### config.mk
export PLATFORM = sky130hd
export DESIGN_NAME = delayed_timer_event_queue
export DESIGN_NICKNAME = d
export VERILOG_FILES = /design/src/sv/dteq_pkg.sv /design/src/sv/dteq_front.sv /design/src/sv/dteq_cmd_fifo.sv /design/src/sv/dteq_back.sv /design/src/sv/delayed_timer_event_queue.sv
export SDC_FILE = /design/constraint.sdc
export NUM_CORES = 2
export LEC_CHECK = 0
export ABC_AREA = 0
export BUFFER_PORTS_ARGS = -buffer_cell sky130_fd_sc_hd__buf_2
export CAP_MARGIN = 20
export CORE_ASPECT_RATIO = 0.5
export CORE_MARGIN = 5
export CORE_UTILIZATION = 55
export CTS_BUF_LIST = sky130_fd_sc_hd__clkbuf_4
export DETAILED_ROUTE_END_ITERATION = 8
export PLACE_DENSITY = 0.74
export SLEW_MARGIN = 20
export SYNTH_ARGS = -nofsm -noshare
export SYNTH_HDL_FRONTEND = slang
export SYNTH_SLANG_ARGS = --single-unit
### constraint.sdc
create_clock -name clk -period 13 [get_ports clk]
set_clock_uncertainty 0.1 [all_clocks]
set_input_delay 0.65 -clock clk [delete_from_list [all_inputs] [get_ports clk]]
set_output_delay 0.65 -clock clk [all_outputs]
set_load 0.005 [all_outputs]
### src/sv/dteq_pkg.sv
// ----------------------------------------------------------------------------
// dteq_pkg
// Shared types, result codes and helpers for the delayed timer event queue.
// ----------------------------------------------------------------------------
`default_nettype none

package dteq_pkg;

  localparam int QUEUE_DEPTH = 16;
  localparam int TIME_W      = 48;
  localparam int SEQ_W       = 32;
  localparam int TAG_W       = 8;
  localparam int ARG_W       = 32;

  localparam logic [1:0] FUNC_SCHED  = 2'd0;
  localparam logic [1:0] FUNC_TICK   = 2'd1;
  localparam logic [1:0] FUNC_CANCEL = 2'd2;

  localparam logic [2:0] KIND_ACCEPT  = 3'd0;
  localparam logic [2:0] KIND_REJECT  = 3'd1;
  localparam logic [2:0] KIND_STARTED = 3'd2;
  localparam logic [2:0] KIND_EVENT   = 3'd3;
  localparam logic [2:0] KIND_DONE    = 3'd4;

  typedef struct packed {
    logic        [1:0]  func;
    logic signed [31:0] delay;
    logic        [31:0] delta;
    logic        [7:0]  tag;
  } in_t;

  typedef struct packed {
    logic [2:0] kind;
    logic [7:0] event_tag;
    logic       last;
  } out_t;

  typedef enum logic [1:0] {
    OP_SCHED  = 2'd0,
    OP_TICK   = 2'd1,
    OP_CANCEL = 2'd2
  } cmd_op_t;

  typedef struct packed {
    cmd_op_t           op;
    logic [ARG_W-1:0]  arg;
    logic [TAG_W-1:0]  tag;
  } cmd_t;

  function automatic logic [TIME_W-1:0] sat_add(input logic [TIME_W-1:0] a,
                                                 input logic [ARG_W-1:0] b);
    logic [TIME_W:0] s;
    s = {1'b0, a} + {{(TIME_W + 1 - ARG_W){1'b0}}, b};
    return s[TIME_W] ? {TIME_W{1'b1}} : s[TIME_W-1:0];
  endfunction

endpackage

`default_nettype wire

### src/sv/dteq_front.sv
// ----------------------------------------------------------------------------
// dteq_front
// Input stage: accepts transactions, decodes the operation, clamps the delay.
// ----------------------------------------------------------------------------
`default_nettype none

module dteq_front (
  input  wire logic           clk,
  input  wire logic           rst_n,
  input  wire logic           in_valid,
  output logic                in_ready,
  input  wire dteq_pkg::in_t  in_data,
  output logic                cmd_valid,
  input  wire logic           cmd_ready,
  output dteq_pkg::cmd_t      cmd_data
);

  logic            fv_r;
  dteq_pkg::cmd_t  cmd_r;
  dteq_pkg::cmd_t  cmd_nxt;
  logic            keep;

  assign in_ready  = !fv_r || cmd_ready;
  assign cmd_valid = fv_r;
  assign cmd_data  = cmd_r;

  always_comb begin
    cmd_nxt.tag = in_data.tag;
    cmd_nxt.arg = in_data.delta;
    cmd_nxt.op  = dteq_pkg::OP_TICK;
    keep        = 1'b1;
    unique case (in_data.func)
      dteq_pkg::FUNC_SCHED: begin
        cmd_nxt.op  = dteq_pkg::OP_SCHED;
        cmd_nxt.arg = in_data.delay[31] ? '0 : in_data.delay;
      end
      dteq_pkg::FUNC_TICK: begin
        cmd_nxt.op = dteq_pkg::OP_TICK;
      end
      dteq_pkg::FUNC_CANCEL: begin
        cmd_nxt.op = dteq_pkg::OP_CANCEL;
      end
      default: begin
        keep = 1'b0;
      end
    endcase
  end

  always_ff @(posedge clk) begin
    if (!rst_n) begin
      fv_r <= 1'b0;
    end else if (in_ready) begin
      fv_r <= in_valid && keep;
    end
  end

  always_ff @(posedge clk) begin
    if (in_ready && in_valid) begin
      cmd_r <= cmd_nxt;
    end
  end

endmodule

`default_nettype wire

### src/sv/dteq_cmd_fifo.sv
// ----------------------------------------------------------------------------
// dteq_cmd_fifo
// Two-entry command queue between the input stage and the timer engine.
// ----------------------------------------------------------------------------
`default_nettype none

module dteq_cmd_fifo (
  input  wire logic           clk,
  input  wire logic           rst_n,
  input  wire logic           wr_valid,
  output logic                wr_ready,
  input  wire dteq_pkg::cmd_t wr_data,
  output logic                rd_valid,
  input  wire logic           rd_ready,
  output dteq_pkg::cmd_t      rd_data
);

  dteq_pkg::cmd_t mem [2];
  logic           wr_ptr_r;
  logic           rd_ptr_r;
  logic [1:0]     count_r;
  logic           push;
  logic           pop;

  assign wr_ready = count_r != 2'd2;
  assign rd_valid = count_r != 2'd0;
  assign rd_data  = mem[rd_ptr_r];
  assign push     = wr_valid && wr_ready;
  assign pop      = rd_valid && rd_ready;

  always_ff @(posedge clk) begin
    if (!rst_n) begin
      wr_ptr_r <= 1'b0;
      rd_ptr_r <= 1'b0;
      count_r  <= 2'd0;
    end else begin
      if (push) wr_ptr_r <= !wr_ptr_r;
      if (pop)  rd_ptr_r <= !rd_ptr_r;
      count_r <= count_r + {1'b0, push} - {1'b0, pop};
    end
  end

  always_ff @(posedge clk) begin
    if (push) begin
      mem[wr_ptr_r] <= wr_data;
    end
  end

endmodule

`default_nettype wire

### src/sv/dteq_back.sv
// ----------------------------------------------------------------------------
// dteq_back
// Timer engine: slot store, start delay, elapsed time, due-event scan.
// ----------------------------------------------------------------------------
`default_nettype none

module dteq_back #(
  parameter int QUEUE_DEPTH = dteq_pkg::QUEUE_DEPTH
) (
  input  wire logic           clk,
  input  wire logic           rst_n,
  input  wire logic           cmd_valid,
  output logic                cmd_ready,
  input  wire dteq_pkg::cmd_t cmd_data,
  input  wire logic           cfg_valid,
  input  wire logic [31:0]    cfg_data,
  output logic                out_valid,
  input  wire logic           out_ready,
  output dteq_pkg::out_t      out_data
);

  localparam int IDX_W = (QUEUE_DEPTH > 1) ? $clog2(QUEUE_DEPTH) : 1;
  localparam int TW    = dteq_pkg::TIME_W;
  localparam int SW    = dteq_pkg::SEQ_W;

  typedef enum logic [3:0] {
    S_IDLE = 4'b0001,
    S_ADV  = 4'b0010,
    S_SCAN = 4'b0100,
    S_EMIT = 4'b1000
  } state_t;

  state_t                  state_r;
  logic                    started_r;
  logic [31:0]             delay_left_r;
  logic [TW-1:0]           elapsed_r;
  logic [TW-1:0]           elapsed_nxt;
  logic [SW-1:0]           next_seq_r;
  logic [QUEUE_DEPTH-1:0]  valid_r;
  logic [TW-1:0]           due_mem [QUEUE_DEPTH];
  logic [7:0]              tag_mem [QUEUE_DEPTH];
  logic [SW-1:0]           seq_mem [QUEUE_DEPTH];
  logic [31:0]             delta_r;
  logic [IDX_W-1:0]        idx_r;
  logic                    found_r;
  logic [IDX_W-1:0]        best_idx_r;
  logic [TW-1:0]           best_due_r;
  logic [SW-1:0]           best_age_r;
  logic [7:0]              best_tag_r;
  logic                    out_valid_r;
  dteq_pkg::out_t          out_r;

  logic                    out_free;
  logic                    out_load;
  logic                    pop;
  logic                    free_found;
  logic [IDX_W-1:0]        free_idx;
  logic                    sched_wr;
  logic [TW-1:0]           cur_due;
  logic [SW-1:0]           cur_age;
  logic                    cand;
  logic                    last_idx;

  assign out_free  = !out_valid_r || out_ready;
  assign cmd_ready = (state_r == S_IDLE) && out_free;
  assign pop       = cmd_valid && cmd_ready;
  assign out_valid = out_valid_r;
  assign out_data  = out_r;
  assign sched_wr  = pop && (cmd_data.op == dteq_pkg::OP_SCHED) && free_found;
  assign out_load  = (pop && ((cmd_data.op == dteq_pkg::OP_SCHED) ||
                              ((cmd_data.op == dteq_pkg::OP_TICK) && !started_r))) ||
                     ((state_r == S_EMIT) && out_free);

  always_comb begin
    free_found = 1'b0;
    free_idx   = '0;
    for (int i = 0; i < QUEUE_DEPTH; i++) begin
      if (!free_found && !valid_r[i]) begin
        free_found = 1'b1;
        free_idx   = IDX_W'(i);
      end
    end
  end

  assign cur_due     = due_mem[idx_r];
  assign cur_age     = next_seq_r - seq_mem[idx_r];
  assign cand        = valid_r[idx_r] && (cur_due <= elapsed_r) &&
                       (!found_r || (cur_due < best_due_r) ||
                        ((cur_due == best_due_r) && (cur_age > best_age_r)));
  assign last_idx    = idx_r == IDX_W'(QUEUE_DEPTH - 1);
  assign elapsed_nxt = dteq_pkg::sat_add(elapsed_r, delta_r);

  always_ff @(posedge clk) begin
    if (!rst_n) begin
      state_r      <= S_IDLE;
      started_r    <= 1'b0;
      delay_left_r <= '0;
      elapsed_r    <= '0;
      next_seq_r   <= '0;
      valid_r      <= '0;
      idx_r        <= '0;
      found_r      <= 1'b0;
      out_valid_r  <= 1'b0;
    end else begin
      if (out_valid_r && out_ready && !out_load) out_valid_r <= 1'b0;
      if (cfg_valid && !started_r) delay_left_r <= cfg_data;
      unique case (state_r)
        S_IDLE: begin
          if (pop) begin
            unique case (cmd_data.op)
              dteq_pkg::OP_SCHED: begin
                out_valid_r <= 1'b1;
                if (free_found) begin
                  valid_r[free_idx] <= 1'b1;
                  next_seq_r        <= next_seq_r + 1'b1;
                end
              end
              dteq_pkg::OP_TICK: begin
                if (!started_r && (delay_left_r > cmd_data.arg)) begin
                  delay_left_r <= delay_left_r - cmd_data.arg;
                  out_valid_r  <= 1'b1;
                end else begin
                  state_r <= S_ADV;
                  if (!started_r) begin
                    delay_left_r <= '0;
                    started_r    <= 1'b1;
                    out_valid_r  <= 1'b1;
                  end
                end
              end
              dteq_pkg::OP_CANCEL: begin
                valid_r <= '0;
              end
              default: begin
              end
            endcase
          end
        end
        S_ADV: begin
          elapsed_r <= elapsed_nxt;
          idx_r     <= '0;
          found_r   <= 1'b0;
          state_r   <= S_SCAN;
        end
        S_SCAN: begin
          if (cand) found_r <= 1'b1;
          if (last_idx) begin
            state_r <= S_EMIT;
          end else begin
            idx_r <= idx_r + 1'b1;
          end
        end
        S_EMIT: begin
          if (out_free) begin
            out_valid_r <= 1'b1;
            if (found_r) begin
              valid_r[best_idx_r] <= 1'b0;
              idx_r               <= '0;
              found_r             <= 1'b0;
              state_r             <= S_SCAN;
            end else begin
              state_r <= S_IDLE;
            end
          end
        end
        default: begin
          state_r <= S_IDLE;
        end
      endcase
    end
  end

  always_ff @(posedge clk) begin
    if (sched_wr) begin
      due_mem[free_idx] <= dteq_pkg::sat_add(elapsed_r, cmd_data.arg);
      tag_mem[free_idx] <= cmd_data.tag;
      seq_mem[free_idx] <= next_seq_r;
    end
  end

  always_ff @(posedge clk) begin
    if (state_r == S_IDLE && pop && cmd_data.op == dteq_pkg::OP_TICK) begin
      delta_r <= started_r ? cmd_data.arg : cmd_data.arg - delay_left_r;
    end
    if (state_r == S_SCAN && cand) begin
      best_idx_r <= idx_r;
      best_due_r <= cur_due;
      best_age_r <= cur_age;
      best_tag_r <= tag_mem[idx_r];
    end
  end

  always_ff @(posedge clk) begin
    if (state_r == S_IDLE && pop) begin
      out_r.event_tag <= '0;
      if (cmd_data.op == dteq_pkg::OP_SCHED) begin
        out_r.kind <= free_found ? dteq_pkg::KIND_ACCEPT : dteq_pkg::KIND_REJECT;
        out_r.last <= 1'b1;
      end else if (!started_r && (delay_left_r > cmd_data.arg)) begin
        out_r.kind <= dteq_pkg::KIND_DONE;
        out_r.last <= 1'b1;
      end else begin
        out_r.kind <= dteq_pkg::KIND_STARTED;
        out_r.last <= 1'b0;
      end
    end else if (state_r == S_EMIT && out_free) begin
      if (found_r) begin
        out_r.kind      <= dteq_pkg::KIND_EVENT;
        out_r.event_tag <= best_tag_r;
        out_r.last      <= 1'b0;
      end else begin
        out_r.kind      <= dteq_pkg::KIND_DONE;
        out_r.event_tag <= '0;
        out_r.last      <= 1'b1;
      end
    end
  end

endmodule

`default_nettype wire

### src/sv/delayed_timer_event_queue.sv
// Schedule: one transaction per cycle while idle and its results are taken; cancel: none.
// Tick: elapsed time advances, then all slots are scanned once per due event and once more,
// giving each due event in turn, then the done result; the engine is busy through the tick.
// A tick still inside the start delay gives only its done result.
// A two-entry command queue lets input transactions land while a tick is running.
// Synchronous active-low reset empties the queue, clears time and start delay at once.
// ----------------------------------------------------------------------------
// delayed_timer_event_queue
// Timer event queue with a start delay and earliest-first due-event release.
// ----------------------------------------------------------------------------
`default_nettype none

module delayed_timer_event_queue #(
  parameter int QUEUE_DEPTH = dteq_pkg::QUEUE_DEPTH
) (
  input  wire logic           clk,
  input  wire logic           rst_n,
  input  wire logic           in_valid,
  output logic                in_ready,
  input  wire dteq_pkg::in_t  in_data,
  output logic                out_valid,
  input  wire logic           out_ready,
  output dteq_pkg::out_t      out_data,
  input  wire logic           cfg_valid,
  output logic                cfg_ready,
  input  wire logic [31:0]    cfg_data
);

  logic           f_valid;
  logic           f_ready;
  dteq_pkg::cmd_t f_data;
  logic           b_valid;
  logic           b_ready;
  dteq_pkg::cmd_t b_data;

  assign cfg_ready = 1'b1;

  dteq_front u_front (
    .clk       (clk),
    .rst_n     (rst_n),
    .in_valid  (in_valid),
    .in_ready  (in_ready),
    .in_data   (in_data),
    .cmd_valid (f_valid),
    .cmd_ready (f_ready),
    .cmd_data  (f_data)
  );

  dteq_cmd_fifo u_fifo (
    .clk      (clk),
    .rst_n    (rst_n),
    .wr_valid (f_valid),
    .wr_ready (f_ready),
    .wr_data  (f_data),
    .rd_valid (b_valid),
    .rd_ready (b_ready),
    .rd_data  (b_data)
  );

  dteq_back #(
    .QUEUE_DEPTH (QUEUE_DEPTH)
  ) u_back (
    .clk       (clk),
    .rst_n     (rst_n),
    .cmd_valid (b_valid),
    .cmd_ready (b_ready),
    .cmd_data  (b_data),
    .cfg_valid (cfg_valid && cfg_ready),
    .cfg_data  (cfg_data),
    .out_valid (out_valid),
    .out_ready (out_ready),
    .out_data  (out_data)
  );

endmodule

`default_nettype wire

==> flow_metrics.py <==
metrics = {
    "pwr": {
        "power_density_mw_per_mm2": 147.8,
        "p_sw_frac": 0.2699,
        "seqPwrFrac": 0.508,
        "comb_power_share": 0.157,
        "peakVddDrop_mv": 0.1266,
        "p_sw_mw": 3.602,
        "p_leak_nw": 32.18,
        "p_int_mw": 9.744,
        "power.share.clock": 0.335,
    },
    "sta": {
        "finalSetupViolCount": 0,
        "fmax_mhz": 106.7,
        "fin_crit_sh": 0.7209,
        "hold_viol_final": 0,
        "slew_headroom": 0.2117,
        "tightest_slew_ns": 1.170,
        "fin_crit_ns": 9.371,
        "rsz0062_at_grt": "false",
        "drv_slew": 0,
        "fin_ws_ns": 3.629,
        "fin_tns_setup_ns": 0,
    },
    "yosys": {
        "synth_seq_area_share": 0.6610,
        "synth_edf_count": 1662,
        "yosys-top-cells-area": "edfxtp_1, mux4_2, ha_1",
        "syn_inst": 4954,
        "synthTopCellsByCount": "edfxtp_1, mux4_2, a21oi_1",
        "syn-cell-area_mm2": 0.08025,
        "post-synth-top-count-cell": "edfxtp_1",
        "synth_top_family_by_area": "multiplexers",
        "synth_top_flop_cell": "edfxtp_1",
        "ys_ff_latch": 1819,
        "synth_compound_area_frac": 0.06832,
        "synth.area.mux_share": 0.1334,
        "synthDistinctLibCells": 87,
        "yosys_warnings": 0,
        "synth_area_leader_cell": "edfxtp_1",
        "synth_xor_area_frac": 0.01877,
        "syn-num-nets": 5360,
        "async_flop_share": 0,
        "synth_top_area_frac": 0.6219,
        "yosys.area_share.simple": 0.04831,
        "synth-adder-area-share": 0.04646,
        "syn_area_per_cell_um2": 16.20,
    },
    "status": {
        "outcome": "finished, final reports clean",
    },
    "global_route": {
        "use_met3": 0.05474,
        "grt_use_met1": 0.3593,
        "grt_usage": 0.2527,
        "grt_max_degree": 139,
        "top_usage_layer": "met2",
        "grt_antenna_before_repair": 2,
        "gr-total-overflow": 0,
        "grt_pass1_vias": 48700,
        "use_met2": 0.3975,
        "grt_pass1_wl_um": 294400,
    },
    "worst_hold_path": {
        "holdPathEnd": "u_front.cmd_data[24]$_DFFE_PP_",
        "min-delay-path-class": "in -> reg",
        "hold_depth": 4,
        "hp-start": "in_data[56]",
    },
    "placed_design": {
        "dp_slack_ns": 3.634,
        "io_buffers": 124,
        "hpwl_um": 114300,
        "gp_congestion": 0.9335,
    },
    "detailed_routing": {
        "vias_per_cell": 6.129,
        "wl_um": 193900,
        "remaining_drc_errors": 0,
        "drt-initial-drc-count": 5497,
        "antenna_left": 0,
        "vias": 47820,
        "post_drt_wl_per_cell_um": 24.86,
        "firstDrtPassIters": 8,
    },
    "critical_path": {
        "crit_path_end_kind": "flip-flop",
        "critical_path.max_fanout": 78,
        "critPathRequiredTime_ns": 13.77,
        "timing.rr.end": "u_back.best_age_r[21]$_DFFE_PP_",
        "cp.arrival_ns": 10.15,
        "startpoint_type": "flip-flop",
        "critical_path_class": "reg -> reg",
        "worstRegToRegCells": 23,
        "r2r_setup_slack_ns": 3.63,
    },
    "floorplan": {
        "core_area_mm2": 0.1454,
        "die-area_mm2": 0.1541,
        "initial_utilization": 0.5519,
        "dieWidth_um": 550.2,
        "die_h_um": 280.1,
        "rows": 99,
        "io_pins": 126,
    },
    "finish": {
        "multi_input_area_mm2": 0.02550,
        "nets": 5932,
        "seq_area_mm2": 0.05307,
        "drive_gt1_frac": 0.2368,
        "num-fill-cells": 10440,
        "area_growth_pct": 12.50,
    },
    "cts": {
        "htreeDepth": 5,
        "cts_buffers": 414,
        "clk_path_buf_depth": 4,
        "clock-sinks": 1819,
        "cts_tree": "yes",
        "clock_latency_ns": 1.32,
        "path_clk_slew_ns": 0.08,
        "cts_root_buf": "clkbuf_4",
        "cts_resized": 0,
    },
    "job": {
        "maxCapViolCount": 0,
    },
}
-- power by group through the flow --
stage	clock (mW)	combinational, mW	sequential (mW)
after floorplan	0	1.44	6.88
after global placement	0	1.95	6.89
after detailed placement	0	2.00	6.90
after CTS	4.54	2.07	6.77
after global routing	4.89	2.30	6.79
final	4.47	2.10	6.78
-- placed cells by master (no fill, tap or decap), drive strengths merged, types with 40 or more instances in the layout --
cell type,netlist,routed
dlygate4sd3,0,168
nand2b,56,56
inv,282,284
and3,40,40
nand3,72,72
a21oi,308,308
buf,66,199
xor2,70,70
ha,290,290
nand4,55,55
clkbuf,145,612
edfxtp,1662,1662
a21o,107,107
xnor2,102,102
nor3,42,42
nor2,195,195
mux4,445,445
o21ai,191,191
clkinv,1,95
dfxtp,157,157
nand2,219,219
-- how the worst max path moves through the flow --
stage                          from                              end  slack [ns]  cells after the start
after floorplan           flip-flop   u_back.best_age_r[0]$_DFFE_PP_        2.85                     25
after global placement    flip-flop   u_back.best_age_r[4]$_DFFE_PP_        3.77                     23
after detailed placement  flip-flop   u_back.best_age_r[3]$_DFFE_PP_        3.63                     23
after CTS                 flip-flop  u_back.best_due_r[32]$_DFFE_PP_        3.59                     23
after global routing      flip-flop  u_back.best_due_r[39]$_DFFE_PP_        3.05                     23
final                     flip-flop  u_back.best_age_r[21]$_DFFE_PP_        3.63                     23
-- layer usage --
metal  part of all wire  up-vias
met5                  0        -
met2               0.47     2530
met1               0.41    24020
met3              0.098      330
met4              0.022        0
li1                   -    20940
-- critical path, stage by stage, from the launching register on --
cell and delay, ns:
dfxtp_4 0.89, buf_12 0.53, mux4_2 0.58, mux4_2 0.50, inv_1 0.08, ha_1 0.28, and3_1 0.22, and3_1 0.20
a2111oi_1 0.75, nor4_1 0.18, nor2_1 0.26, o221ai_1 0.28, a21boi_0 0.33, o21ai_0 0.14, xor2_1 0.18, ha_1 0.31
nand4_1 0.11, nor3_1 0.27, nand4_1 0.21, o211a_1 0.32, o31a_1 0.44, a211oi_4 0.24, buf_4 0.62, buf_4 0.70
-- flip-flops by register name (all words and copies together), names as in the netlist, 2 cells and up, named ones only --
| signal | count |
|---|---|
| u_back.seq_mem | 512 |
| u_back.elapsed_r | 48 |
| u_back.delay_left_r | 32 |
| u_back.next_seq_r | 32 |
| u_back.best_age_r | 32 |
| u_fifo.mem | 84 |
| u_back.due_mem | 768 |
| u_front.cmd_data | 42 |
| u_back.best_idx_r | 4 |
| u_fifo.count_r | 2 |
| u_back.out_data | 12 |
| u_back.tag_mem | 128 |
| u_back.idx_r | 4 |
| u_back.delta_r | 32 |
| u_back.valid_r | 16 |
| u_back.state_r | 4 |
| u_back.best_due_r | 48 |
| u_back.best_tag_r | 8 |
-- cell families (layout without fill, tap and decap cells) --
group / count (synthesis) / after routing
flip-flops: 1819 / 1819
other: 1 / 5
buffers and inverters: 494 / 1368
multiplexers: 509 / 509
AO/OA/AOI/OAI: 875 / 875
XOR/XNOR: 172 / 172
AND/OR/NAND/NOR: 789 / 789
adder cells (fa/ha/maj): 295 / 295
-- area by class of cell --
type,instances,area share
sequential,1819,0.5878
multi-input combinational,2641,0.2824
clock buffer,612,0.05089
timing repair buffer,367,0.03323
tap,1969,0.02729
inverter,283,0.01181
clock inverter,106,0.006541
antenna,4,0.0001109
-- stage by stage --
| stage | area, um2 | instances | total power, mW | utilization | hold WS (ns) |
|---|---|---|---|---|---|
| after floorplan | 80260 | 4954 | 8.315 | - | 0.3215 |
| after global placement | 83280 | 6908 | 8.844 | 0.5727 | 0.3220 |
| after detailed placement | 83310 | 6909 | 8.902 | 0.5729 | 0.3296 |
| after CTS | 90170 | 7795 | 13.38 | 0.6201 | 0.001689 |
| after global routing | 90280 | 7798 | 13.98 | 0.6208 | 0.1022 |
| final | 90290 | 7801 | 13.35 | 0.6209 | 0.1900 |
-- what timing repair did --
action / CTS / global route
hold buffers: 168 / 0
setup buffers: 0 / 0
hold endpoints to repair: 96 / 0
Power figures use the tool's default switching activity.
